### src/hdl/assert_macros.svh
// ============================================================================
// Assertion macros
// Shared wrappers for concurrent assertions. They are empty in synthesis.
// ============================================================================
`ifndef ASSERT_MACROS_SVH
`define ASSERT_MACROS_SVH
`ifndef SYNTHESIS
// The property holds at every clock edge outside reset.
`define DRC_ASSERT(label, clk_sig, rstn_sig, prop) \
  label: assert property (@(posedge clk_sig) disable iff (!rstn_sig) (prop)) \
    else $error("dirty range coalescer: assertion failed");
// The consequent holds in the cycle after the antecedent.
`define DRC_ASSERT_NEXT(label, clk_sig, rstn_sig, ante, cons) \
  label: assert property (@(posedge clk_sig) disable iff (!rstn_sig) (ante) |=> (cons)) \
    else $error("dirty range coalescer: assertion failed");
`else
`define DRC_ASSERT(label, clk_sig, rstn_sig, prop)
`define DRC_ASSERT_NEXT(label, clk_sig, rstn_sig, ante, cons)
`endif
`endif

### src/hdl/drc_pkg.sv
// ============================================================================
// Dirty range coalescer package
// Field widths, word types, register map and a helper function.
// ============================================================================
package drc_pkg;

  // Field widths.
  localparam int ADDR_BITS  = 40;
  localparam int END_BITS   = ADDR_BITS + 1;
  localparam int LEN_BITS   = 32;
  localparam int CNT_BITS   = 33;
  localparam int SHIFT_BITS = 5;

  // Default number of table entries.
  localparam int TABLE_DEPTH_DEF = 16;

  // Configuration port: 64-bit data, registers at 8-byte steps.
  localparam int APB_DATA_W = 64;
  localparam int APB_ADDR_W = 5;

  typedef enum logic [1:0] {
    REG_REGION_SIZE     = 2'd0,
    REG_FLUSH_THRESHOLD = 2'd1,
    REG_PAGE_SHIFT      = 2'd2
  } reg_idx_t;

  // Register reset values.
  localparam logic [END_BITS-1:0]   REGION_SIZE_RST     = END_BITS'(1) << ADDR_BITS;
  localparam logic [CNT_BITS-1:0]   FLUSH_THRESHOLD_RST = CNT_BITS'(1048576);
  localparam logic [SHIFT_BITS-1:0] PAGE_SHIFT_RST      = SHIFT_BITS'(12);

  // Result kinds.
  typedef enum logic [1:0] {
    KIND_OK     = 2'd0,
    KIND_REJECT = 2'd1,
    KIND_FLUSH  = 2'd2
  } kind_t;

  typedef struct packed {
    logic [ADDR_BITS-1:0] offset;
    logic [LEN_BITS-1:0]  length;
  } in_word_t;

  typedef struct packed {
    kind_t                kind;
    logic [ADDR_BITS-1:0] range_start;
    logic [END_BITS-1:0]  range_end;
    logic                 last;
  } out_word_t;

  // One stored dirty range.
  typedef struct packed {
    logic [ADDR_BITS-1:0] range_start;
    logic [END_BITS-1:0]  range_end;
  } drc_entry_t;

  // Configuration values handed from the register file to the engine.
  typedef struct packed {
    logic [END_BITS-1:0]   region_size;
    logic [CNT_BITS-1:0]   flush_threshold;
    logic [SHIFT_BITS-1:0] page_shift;
  } drc_cfg_t;

  // Clear the low page_shift bits of a start offset.
  function automatic logic [ADDR_BITS-1:0] align_down(input logic [ADDR_BITS-1:0] a,
                                                      input logic [SHIFT_BITS-1:0] sh);
    logic [ADDR_BITS-1:0] mask;
    mask = (ADDR_BITS'(1) << sh) - ADDR_BITS'(1);
    return a & ~mask;
  endfunction

endpackage

### src/hdl/drc_cfg_regs.sv
// ============================================================================
// Dirty range coalescer configuration registers
// APB-style register file holding region size, flush threshold and page shift.
// ============================================================================
module drc_cfg_regs
  import drc_pkg::*;
(
  input  logic                  clk,
  input  logic                  rst_n,
  input  logic                  psel,
  input  logic                  penable,
  input  logic                  pwrite,
  input  logic [APB_ADDR_W-1:0] paddr,
  input  logic [APB_DATA_W-1:0] pwdata,
  output logic [APB_DATA_W-1:0] prdata,
  output logic                  pready,
  output drc_cfg_t              cfg
);

  drc_cfg_t cfg_r;
  reg_idx_t reg_sel;
  logic     wr_en;

  // Registers sit at 8-byte steps, so the index is the upper address bits.
  assign reg_sel = reg_idx_t'(paddr[4:3]);
  assign wr_en   = psel && penable && pwrite && pready;
  assign pready  = 1'b1;

  // Register writes.
  always_ff @(posedge clk) begin
    if (!rst_n) begin
      cfg_r.region_size     <= REGION_SIZE_RST;
      cfg_r.flush_threshold <= FLUSH_THRESHOLD_RST;
      cfg_r.page_shift      <= PAGE_SHIFT_RST;
    end else if (wr_en) begin
      unique case (reg_sel)
        REG_REGION_SIZE:     cfg_r.region_size     <= pwdata[END_BITS-1:0];
        REG_FLUSH_THRESHOLD: cfg_r.flush_threshold <= pwdata[CNT_BITS-1:0];
        REG_PAGE_SHIFT:      cfg_r.page_shift      <= pwdata[SHIFT_BITS-1:0];
        default: ;
      endcase
    end
  end

  // Read back.
  always_comb begin
    unique case (reg_sel)
      REG_REGION_SIZE:     prdata = APB_DATA_W'(cfg_r.region_size);
      REG_FLUSH_THRESHOLD: prdata = APB_DATA_W'(cfg_r.flush_threshold);
      REG_PAGE_SHIFT:      prdata = APB_DATA_W'(cfg_r.page_shift);
      default:             prdata = '0;
    endcase
  end

  assign cfg = cfg_r;

endmodule

### src/hdl/dirty_range_coalescer.sv
// ============================================================================
// Dirty range coalescer
// Merges write ranges into a small table of dirty ranges and emits them as
// flush ranges with page-aligned starts on table overflow or a byte threshold.
// ============================================================================
//
//   channel  | ports                                      | moves
//   ---------+--------------------------------------------+---------------------
//   input    | in_valid, in_stall, in_data                | one write word
//   result   | out_valid, out_stall, out_data             | one result word
//   config   | psel, penable, pwrite, paddr, pwdata, ...  | 64-bit register
//
// One word is handled at a time. A rejected write goes from the check state back
// to idle; an accepted write is checked, scanned against the stored ranges, merged
// or appended and decided, and a flush emits the stored ranges one after another.
// The scan reads one table entry per cycle from the single range memory.
// Reset is synchronous and clears the control state; the table needs no clear.
// A stalled result holds in the output register while the next word is taken.
//
`include "assert_macros.svh"

module dirty_range_coalescer
  import drc_pkg::*;
#(
  parameter int TABLE_DEPTH = TABLE_DEPTH_DEF
)
(
  input  logic                  clk,
  input  logic                  rst_n,
  input  logic                  in_valid,
  output logic                  in_stall,
  input  in_word_t              in_data,
  output logic                  out_valid,
  input  logic                  out_stall,
  output out_word_t             out_data,
  input  logic                  psel,
  input  logic                  penable,
  input  logic                  pwrite,
  input  logic [APB_ADDR_W-1:0] paddr,
  input  logic [APB_DATA_W-1:0] pwdata,
  output logic [APB_DATA_W-1:0] prdata,
  output logic                  pready
);

  localparam int CNT_W = $clog2(TABLE_DEPTH + 1);
  localparam int IDX_W = (TABLE_DEPTH > 1) ? $clog2(TABLE_DEPTH) : 1;
  localparam logic [CNT_W-1:0] DEPTH_C = CNT_W'(TABLE_DEPTH);

  typedef enum logic [6:0] {
    ST_IDLE      = 7'b0000001,
    ST_CHECK     = 7'b0000010,
    ST_SCAN      = 7'b0000100,
    ST_APPEND    = 7'b0001000,
    ST_DECIDE    = 7'b0010000,
    ST_FLUSH     = 7'b0100000,
    ST_FLUSH_NEW = 7'b1000000
  } state_t;

  drc_cfg_t cfg;

  state_t               state_r, state_nxt;
  logic [ADDR_BITS-1:0] s_r, s_nxt;
  logic [END_BITS-1:0]  e_r, e_nxt;
  logic [LEN_BITS-1:0]  len_r, len_nxt;
  logic [CNT_BITS-1:0]  bytes_r, bytes_nxt;
  logic [CNT_W-1:0]     count_r, count_nxt;
  logic [CNT_W-1:0]     idx_r, idx_nxt;
  logic                 full_r, full_nxt;
  logic                 out_valid_r;
  out_word_t            out_data_r;

  // Range memory: one write port, one registered read port.
  drc_entry_t           mem [TABLE_DEPTH];
  drc_entry_t           mem_rdata_r;
  logic                 mem_we, mem_re;
  logic [IDX_W-1:0]     mem_waddr, mem_raddr;
  drc_entry_t           mem_wdata;

  logic                 push;
  out_word_t            push_word;
  logic                 slot_free;
  logic [CNT_W-1:0]     idx_inc;
  logic                 last_entry;
  logic [CNT_BITS:0]    bytes_sum;
  logic [CNT_BITS-1:0]  bytes_sat;
  logic                 hit_start, hit_end;

  drc_cfg_regs u_cfg (
    .clk     (clk),
    .rst_n   (rst_n),
    .psel    (psel),
    .penable (penable),
    .pwrite  (pwrite),
    .paddr   (paddr),
    .pwdata  (pwdata),
    .prdata  (prdata),
    .pready  (pready),
    .cfg     (cfg)
  );

  // Shared helpers for the state machine.
  assign slot_free  = !out_valid_r || !out_stall;
  assign idx_inc    = idx_r + CNT_W'(1);
  assign last_entry = (idx_inc == count_r);
  assign bytes_sum  = {1'b0, bytes_r} + (CNT_BITS + 1)'(len_r);
  assign bytes_sat  = bytes_sum[CNT_BITS] ? '1 : bytes_sum[CNT_BITS-1:0];

  // The new start lies in the stored range, or else the new end does.
  assign hit_start = (s_r >= mem_rdata_r.range_start) &&
                     ({1'b0, s_r} <= mem_rdata_r.range_end);
  assign hit_end   = (e_r <= mem_rdata_r.range_end) &&
                     (e_r >= {1'b0, mem_rdata_r.range_start});

  // Sequencer: check, scan and merge or append, then emit the results.
  always_comb begin
    state_nxt = state_r;
    s_nxt     = s_r;
    e_nxt     = e_r;
    len_nxt   = len_r;
    bytes_nxt = bytes_r;
    count_nxt = count_r;
    idx_nxt   = idx_r;
    full_nxt  = full_r;
    mem_we    = 1'b0;
    mem_waddr = '0;
    mem_wdata = '0;
    mem_re    = 1'b0;
    mem_raddr = '0;
    push      = 1'b0;
    push_word = '0;
    unique case (state_r)
      ST_IDLE: begin
        if (in_valid) begin
          s_nxt     = in_data.offset;
          len_nxt   = in_data.length;
          e_nxt     = {1'b0, in_data.offset} + END_BITS'(in_data.length);
          state_nxt = ST_CHECK;
        end
      end
      ST_CHECK: begin
        if (e_r >= cfg.region_size) begin
          if (slot_free) begin
            push           = 1'b1;
            push_word.kind = KIND_REJECT;
            push_word.last = 1'b1;
            state_nxt      = ST_IDLE;
          end
        end else begin
          bytes_nxt = bytes_sat;
          idx_nxt   = '0;
          if (count_r != '0) begin
            mem_re    = 1'b1;
            mem_raddr = '0;
            state_nxt = ST_SCAN;
          end else begin
            state_nxt = ST_APPEND;
          end
        end
      end
      ST_SCAN: begin
        // The entry at idx_r is in the read register this cycle.
        if (hit_start) begin
          mem_we                = 1'b1;
          mem_waddr             = idx_r[IDX_W-1:0];
          mem_wdata.range_start = mem_rdata_r.range_start;
          mem_wdata.range_end   = (e_r > mem_rdata_r.range_end) ? e_r
                                                                : mem_rdata_r.range_end;
          state_nxt             = ST_DECIDE;
        end else if (hit_end) begin
          mem_we                = 1'b1;
          mem_waddr             = idx_r[IDX_W-1:0];
          mem_wdata.range_start = (s_r < mem_rdata_r.range_start) ? s_r
                                                                  : mem_rdata_r.range_start;
          mem_wdata.range_end   = mem_rdata_r.range_end;
          state_nxt             = ST_DECIDE;
        end else if (idx_inc < count_r) begin
          idx_nxt   = idx_inc;
          mem_re    = 1'b1;
          mem_raddr = idx_inc[IDX_W-1:0];
        end else begin
          state_nxt = ST_APPEND;
        end
      end
      ST_APPEND: begin
        if (count_r < DEPTH_C) begin
          mem_we                = 1'b1;
          mem_waddr             = count_r[IDX_W-1:0];
          mem_wdata.range_start = s_r;
          mem_wdata.range_end   = e_r;
          count_nxt             = count_r + CNT_W'(1);
        end else begin
          full_nxt = 1'b1;
        end
        state_nxt = ST_DECIDE;
      end
      ST_DECIDE: begin
        // Any table write finished at the last edge, so reads see it.
        if (!full_r && (bytes_r < cfg.flush_threshold)) begin
          if (slot_free) begin
            push           = 1'b1;
            push_word.kind = KIND_OK;
            push_word.last = 1'b1;
            state_nxt      = ST_IDLE;
          end
        end else begin
          idx_nxt   = '0;
          mem_re    = 1'b1;
          mem_raddr = '0;
          state_nxt = ST_FLUSH;
        end
      end
      ST_FLUSH: begin
        if (slot_free) begin
          push                  = 1'b1;
          push_word.kind        = KIND_FLUSH;
          push_word.range_start = align_down(mem_rdata_r.range_start, cfg.page_shift);
          push_word.range_end   = mem_rdata_r.range_end;
          push_word.last        = last_entry && !full_r;
          if (last_entry) begin
            if (full_r) begin
              state_nxt = ST_FLUSH_NEW;
            end else begin
              count_nxt = '0;
              bytes_nxt = '0;
              state_nxt = ST_IDLE;
            end
          end else begin
            idx_nxt   = idx_inc;
            mem_re    = 1'b1;
            mem_raddr = idx_inc[IDX_W-1:0];
          end
        end
      end
      ST_FLUSH_NEW: begin
        // The range that found no place goes out last.
        if (slot_free) begin
          push                  = 1'b1;
          push_word.kind        = KIND_FLUSH;
          push_word.range_start = align_down(s_r, cfg.page_shift);
          push_word.range_end   = e_r;
          push_word.last        = 1'b1;
          count_nxt             = '0;
          bytes_nxt             = '0;
          full_nxt              = 1'b0;
          state_nxt             = ST_IDLE;
        end
      end
      default: begin
        state_nxt = ST_IDLE;
      end
    endcase
  end

  // Control registers.
  always_ff @(posedge clk) begin
    if (!rst_n) begin
      state_r <= ST_IDLE;
      bytes_r <= '0;
      count_r <= '0;
      idx_r   <= '0;
      full_r  <= 1'b0;
    end else begin
      state_r <= state_nxt;
      bytes_r <= bytes_nxt;
      count_r <= count_nxt;
      idx_r   <= idx_nxt;
      full_r  <= full_nxt;
    end
  end

  // Word registers of the current write.
  always_ff @(posedge clk) begin
    s_r   <= s_nxt;
    e_r   <= e_nxt;
    len_r <= len_nxt;
  end

  // Range memory.
  always_ff @(posedge clk) begin
    if (mem_we) begin
      mem[mem_waddr] <= mem_wdata;
    end
    if (mem_re) begin
      mem_rdata_r <= mem[mem_raddr];
    end
  end

  // Output register decouples the result side from the engine.
  always_ff @(posedge clk) begin
    if (!rst_n) begin
      out_valid_r <= 1'b0;
    end else if (push) begin
      out_valid_r <= 1'b1;
    end else if (!out_stall) begin
      out_valid_r <= 1'b0;
    end
  end

  always_ff @(posedge clk) begin
    if (push) begin
      out_data_r <= push_word;
    end
  end

  assign in_stall  = (state_r != ST_IDLE);
  assign out_valid = out_valid_r;
  assign out_data  = out_data_r;

  // Checks on the table bookkeeping and the sequencer.
  `DRC_ASSERT(a_count_bound, clk, rst_n, count_r <= DEPTH_C)
  `DRC_ASSERT(a_full_only_when_full, clk, rst_n, !full_r || (count_r == DEPTH_C))
  `DRC_ASSERT(a_flush_idx, clk, rst_n, (state_r != ST_FLUSH) || (idx_r < count_r))
  `DRC_ASSERT_NEXT(a_last_to_idle, clk, rst_n, push && push_word.last, state_r == ST_IDLE)
  `DRC_ASSERT_NEXT(a_flush_clears, clk, rst_n,
    push && push_word.last && (push_word.kind == KIND_FLUSH),
    (count_r == '0) && (bytes_r == '0) && !full_r)

endmodule

### config.mk
export PLATFORM = sky130hd
export DESIGN_NAME = dirty_range_coalescer
export DESIGN_NICKNAME = d
export VERILOG_FILES = /design/src/hdl/drc_pkg.sv /design/src/hdl/drc_cfg_regs.sv /design/src/hdl/dirty_range_coalescer.sv
export VERILOG_INCLUDE_DIRS = /design/src /design/src/hdl
export SDC_FILE = /design/constraint.sdc
export NUM_CORES = 2
export LEC_CHECK = 0
export BUFFER_PORTS_ARGS = -buffer_cell sky130_fd_sc_hd__buf_2
export CAP_MARGIN = 5
export CORE_UTILIZATION = 45
export CTS_CLUSTER_SIZE = 25
export DETAILED_ROUTE_END_ITERATION = 8
export RECOVER_POWER = 25
export SLEW_MARGIN = 0
export SYNTH_ARGS = -nofsm -noshare
export SYNTH_HDL_FRONTEND = slang
export SYNTH_SLANG_ARGS = --single-unit
### constraint.sdc
create_clock -name clk -period 15 [get_ports clk]
set_input_delay 0.75 -clock clk [delete_from_list [all_inputs] [get_ports clk]]
set_output_delay 0.75 -clock clk [all_outputs]
set_load 0.05 [all_outputs]
### Word-level counts from Yosys, hierarchy flattened

Memory sizes are Yosys's and may differ from the RTL's. A register that Yosys moved wholly into a read port is not among the register bits.
Index checks and enable logic that the tools add are counted.
W data, S select, Z words.

* flip-flop bits (word level): 328
* RAM bits: 1296
* input port bits: 148
* output and inout port bits: 151
* word-level logic and storage cells: 169
* memories kept: 1

Memory list
* mem: depth 16, bits a word 81, rd ports 1, clocked after Yosys merged registers in 1, wr ports 1, RTL line dirty_range_coalescer.sv:73 `drc_entry_t mem [TABLE_DEPTH];`

* $add $sub $neg: 5
* order comparisons: 10
* equal/unequal tests: 26
* shifts and indexed selects: 1
* mux-type cells: 81
* bitwise gates (word level): 3
* reductions and logical operators: 26

Operators by type and width (count)
* $pmux W81 S2: 2
* $mux W81: 3
* $mux W33: 6
* $mux W84: 2
* $pmux W41 S3: 1
* $pmux W33 S3: 1
* $and A40 B40 Y40: 2
* $mux W7: 10
* $mux W5: 12
* $pmux W7 S7: 1
* $add A40 B32 Y41: 1
* $ge A41 B40 Y1: 1
* $ge A41 B41 Y1: 1
* $gt A41 B41 Y1: 1
* $le A40 B41 Y1: 1
* $le A41 B41 Y1: 1
* $mux W41: 1
* $ge A40 B40 Y1: 1
* $lt A40 B40 Y1: 1
* $mux W40: 1
* $not A40 Y40: 1
* $shl A1 B5 Y40 const A: 1
* $sub A40 B2 Y40 const B: 1
* $mux W4: 9
* 41 further kinds: 90

### Logic depth before layout (Yosys ltp)

* depth in word-level cells: 7
* mapped depth: 16
* gate-level depth less buffers: 13

### Cells and area by module

Synthesis repeated with hierarchy kept, for this count alone.

* cell total of the unflattened synthesis: 5668
* area, all modules: 75811.5 µm²

Modules (own cells, without submodules)
* dirty_range_coalescer: instances 1, cells each 5244, area each 72017.8 µm², seq. area each 48306.3 µm²
* drc_cfg_regs: instances 1, cells each 424, area each 3793.6 µm², seq. area each 1581.5 µm²

### Least setup slack after synthesis

Ideal clock, no wire load.

* path type: reg2reg
* start: register s_r[39]
* end: memory mem[12][0] (netlist name), enable pin
* setup time: 0.521 ns
* arrival time: 5.993 ns
* data required time: 14.479 ns
* setup slack: 8.486 ns
* stages on the path, launching flop included: 12
* buffers on the path: 0
* period minus slack after synthesis: 6.514 ns
* cell sequence: edfxtp_1 ha_1 nand4b_4 or2_4 nor4_2 nand4_1 a21boi_1 a31o_2 o21ai_2 nand2_1 o22a_1 nor2_1

* cells in the longest elaborated chain, start to end: 6
* elaborated cells between the ends (all ways): 9
* those cells by class: order compare: 2; mux: 6; reduce/logical: 1

RTL lines
* start, declared: RTL line dirty_range_coalescer.sv:62 `logic [ADDR_BITS-1:0] s_r, s_nxt;`
* start signal, assigned: RTL line dirty_range_coalescer.sv:273 `s_r <= s_nxt;`
* $le A40 B41 Y1 or $ge A40 B40 Y1 (tied branches): RTL line dirty_range_coalescer.sv:110, dirty_range_coalescer.sv:109
* $logic_and A1 B1 Y1 *: RTL line dirty_range_coalescer.sv:109 `assign hit_start = (s_r >= mem_rdata_r.range_start) &&`
* $mux W1: RTL line dirty_range_coalescer.sv:162 `if (hit_start) begin`
* $pmux W1 S2: RTL line dirty_range_coalescer.sv:131 `unique case (state_r)`
* $mux W1: RTL line dirty_range_coalescer.sv:280 `if (mem_we) begin`
* $mux W1 (implied by the code): RTL line dirty_range_coalescer.sv:281 `mem[mem_waddr] <= mem_wdata;`
* end, declared: RTL line dirty_range_coalescer.sv:73

Every way passes the cells marked *; elsewhere a longest branch is shown, timed or not.

### Worst setup path in the final report

* start: register e_r[14]
* end: memory mem[4][15] (netlist name), enable pin

* cells in the longest elaborated chain, start to end: 7
* elaborated cells between the ends (all ways): 11
* those cells by class: order compare: 2; mux: 8; reduce/logical: 1

RTL lines
* start, declared: RTL line dirty_range_coalescer.sv:63 `logic [END_BITS-1:0] e_r, e_nxt;`
* start signal, assigned: RTL line dirty_range_coalescer.sv:274 `e_r <= e_nxt;`
* $le A41 B41 Y1 or $ge A41 B40 Y1 (tied branches): RTL line dirty_range_coalescer.sv:111, dirty_range_coalescer.sv:112
* $logic_and A1 B1 Y1 *: RTL line dirty_range_coalescer.sv:111 `assign hit_end = (e_r <= mem_rdata_r.range_end) &&`
* $mux W1: RTL line dirty_range_coalescer.sv:169 `end else if (hit_end) begin`
* $mux W1: RTL line dirty_range_coalescer.sv:162
* $pmux W1 S2: RTL line dirty_range_coalescer.sv:131
* $mux W1: RTL line dirty_range_coalescer.sv:280
* $mux W1 (implied by the code): RTL line dirty_range_coalescer.sv:281

Marks and branches as above.

==> metrics.cfg <==
[run_status]
outcome = complete, but fails checks
violations = capacitance limit, slew limit

[logic_synthesis]
synthCells = 5484
synth_seq_cells = 1705
synthAdderAreaFrac_pct = 5.15
yosysMostFrequentCell = edfxtp_1
syn_avg_cell_area_um2 = 13.8
synth_edf_count = 1574
yosys.area.top_type = edfxtp_1
synthTopCellsByArea = edfxtp_1 63%, ha_1 5.1%, a21oi_1 3.5%, dfxtp_1 3.5%, nand2_1 3.0%
yosys.area.top_type_share_pct = 62.7
synthMuxAreaShare_pct = 4.00
synth-main-ff-cell = edfxtp_1
synth-simple-area-share_pct = 7.23
synth_compound_area_share_pct = 13.6
netlist_area_um2 = 75400
ys_seq_area_share_pct = 66.2
synthTopCellsByCount = 1,574 x edfxtp_1, 610 x nand2_1, 530 x a21oi_1
synth_xor_area_share_pct = 0.825
synth_top_family_by_area = compound AO/OA/AOI/OAI gates
synth_cell_types = 88
synthArstFlopShare_pct = 0
synth_warnings = 0

[timing]
fin_crit_ns = 10.06
setup-tns-final_ns = 0
fin_crit_sh_pct = 67.1
slew_headroom_pct = -239
finalClockSkew_ns = 0.0558
tightest_slew_ns = 5.08
fmax_mhz = 99.4
setup_ws_ns = 4.94
drv_slew = 767
finalSetupViolCount = 0
rsz0062_at_grt = false
hold_slack_ns = 0.136
hold_violations = 0

[critical_path]
ff2ff_setup_slack_ns = 4.94
cp.required_ns = 15.43
startpoint = e_r[14]
r2r_cells = 13
reg2reg_to = mem[4][15]
end_kind = flip-flop
cp-start-kind = flip-flop
r2r-start = e_r[14]
critPathCapture = mem[4][15]
worstSetupPathType = reg -> reg
worstPathMaxFanout = 44
crit_arrival_ns = 10.49

[drt]
routed_wl_um = 251000
firstDrtPassIters = 6
viasPerCell = 6.34
top_layer_used = met5
via_count = 50962
wl_met3_um = 28200
wl_met1_um = 103000
drc_errors = 0
wl_met2_um = 110000
ant_nets = 0
initialDrtViolationCount = 6556
routedWlPerCell_um = 31.2

[cts]
cts_resized = 0
clkSinkCount = 1705
insertion_delay_ns = 0.85
path_clk_slew_ns = 0.06
cts_setup_buffers = 0
htree_levels = 4
ctsHoldBuffers = 0
clockBufferDepth = 3
cts_tree = done
cts-buffers-inserted = 178
cts_root_buf = clkbuf_16

[die]
core_um2 = 166000
io_pins = 299
num_rows = 149
chipWidth_um = 411
die_h_um = 411
start_util_pct = 45.5
fp.dieArea_um2 = 169000

[global_routing]
grt_pass1_vias = 48048
grt_pass1_wl_um = 353000
antenna_found_initial = 13
grt_max_degree = 114
gr-total-overflow = 0
grtUsageTotal_pct = 29.3

[placed_design]
dp_cells = 7706
hpwl_um = 145000
place.gp.congestion = 0.915
dp_slack_ns = 8.25
io_buffers = 248

[power]
vdd.ir_drop.worst_mv = 0.110
powerDensity_nw_per_um2 = 123
p_leak_nw = 28.0

[layout]
syn_to_final_growth_pct = 11.9
fin_cells = 8037
drive_gt1_share_pct = 8.81
nets = 6154

[worst_hold_path]
hold_class = in -> reg

[job]
maxCapViolCount = 20

cells in the final DEF (no fill, tap or decap), types with 83 or more instances in the layout:
master	count
dfxtp_1	131
a22o_1	133
a21o_1	85
clkbuf_1	253
ha_1	307
nand2_1	607
nand3_1	119
nor2b_1	100
clkbuf_16	179
a221o_1	88
nor2_1	150
a21oi_1	529
mux2i_1	120
o21ai_0	167
o22a_1	83
a2111oi_0	84
inv_1	190
edfxtp_1	1574
critical path: stages (launching register included):
cell and delay [ns]:
edfxtp_1 0.33, clkbuf_1 0.73, ha_1 0.38, a211oi_1 0.24
nor2_1 0.07, nor3_1 0.39, o311ai_0 0.65, a221oi_1 0.65
o211ai_1 0.27, o21ai_0 0.52, a32oi_1 0.50, nor2_4 0.17
clkbuf_1 3.55, buf_4 1.10
cells by family (layout without fill, tap and decap cells):
group                    Yosys count  count (layout)
flip-flops                      1705            1705
AO/OA/AOI/OAI                   1473            1473
AND/OR/NAND/NOR                 1195            1195
buffers and inverters            528             866
adder cells (fa/ha/maj)          309             309
multiplexers                     201             201
XOR/XNOR                          71              71
other                              2              28
report_power, final:
| part | switching (W) | internal, W | leakage [nW] |
|---|---|---|---|
| clock | 0.00195 | 0.00239 | 2.73 |
| combinational | 0.000433 | 0.000229 | 11.3 |
| sequential | 0.000170 | 0.00524 | 14.0 |
| total | 0.00256 | 0.00786 | 28.0 |
how the worst min path moves through the flow:
stage                             start             to  slack, ns  cells past startpoint
final                        in_data[0]       len_r[0]       0.14                      1
after global placement    u_cfg.cfg[73]  u_cfg.cfg[73]       0.44                      2
after CTS                    in_data[0]       len_r[0]       0.05                      1
after detailed placement  u_cfg.cfg[73]  u_cfg.cfg[73]       0.45                      2
after floorplan           u_cfg.cfg[71]  u_cfg.cfg[71]       0.44                      2
after global routing         in_data[0]       len_r[0]       0.11                      1
through the flow:
stage | instance area [um2] | power [W] | utilization, %
3_3_place_gp | 79100 | 0.00613 | 47.7
6_report | 84400 | 0.0104 | 50.9
5_1_grt | 84400 | 0.0107 | 50.9
2_1_floorplan | 75500 | 0.00584 | -
3_5_place_dp | 79100 | 0.00614 | 47.7
4_1_cts | 84800 | 0.0104 | 51.1
flip-flops by register name (all words and copies together), names as in the netlist, 5 cells and up:
register     count
len_r           32
bytes_r         33
mem           1296
idx_r            5
out_data        84
u_cfg.cfg       79
count_r          5
e_r             41
state_r          7
mem_rdata_r     81
s_r             40
layout make-up:
type | instances | area [um2]
clock inverters | 104 | 988
clock buffers | 223 | 4700
flip-flops and latches | 1705 | 49900
fillers | 14059 | 81300
repair buffers | 348 | 1730
inverters | 191 | 717
multi-input cells | 3273 | 23600
well taps | 2189 | 2740
diodes | 4 | 10.0
layer usage:
layer	GRT usage, %	vias to the layer above
met5	0	-
met4	10.8	20
met3	6.71	522
met2	43.9	2977
met1	41.5	25744
li1	-	21699
Power figures use the tool's default switching activity.
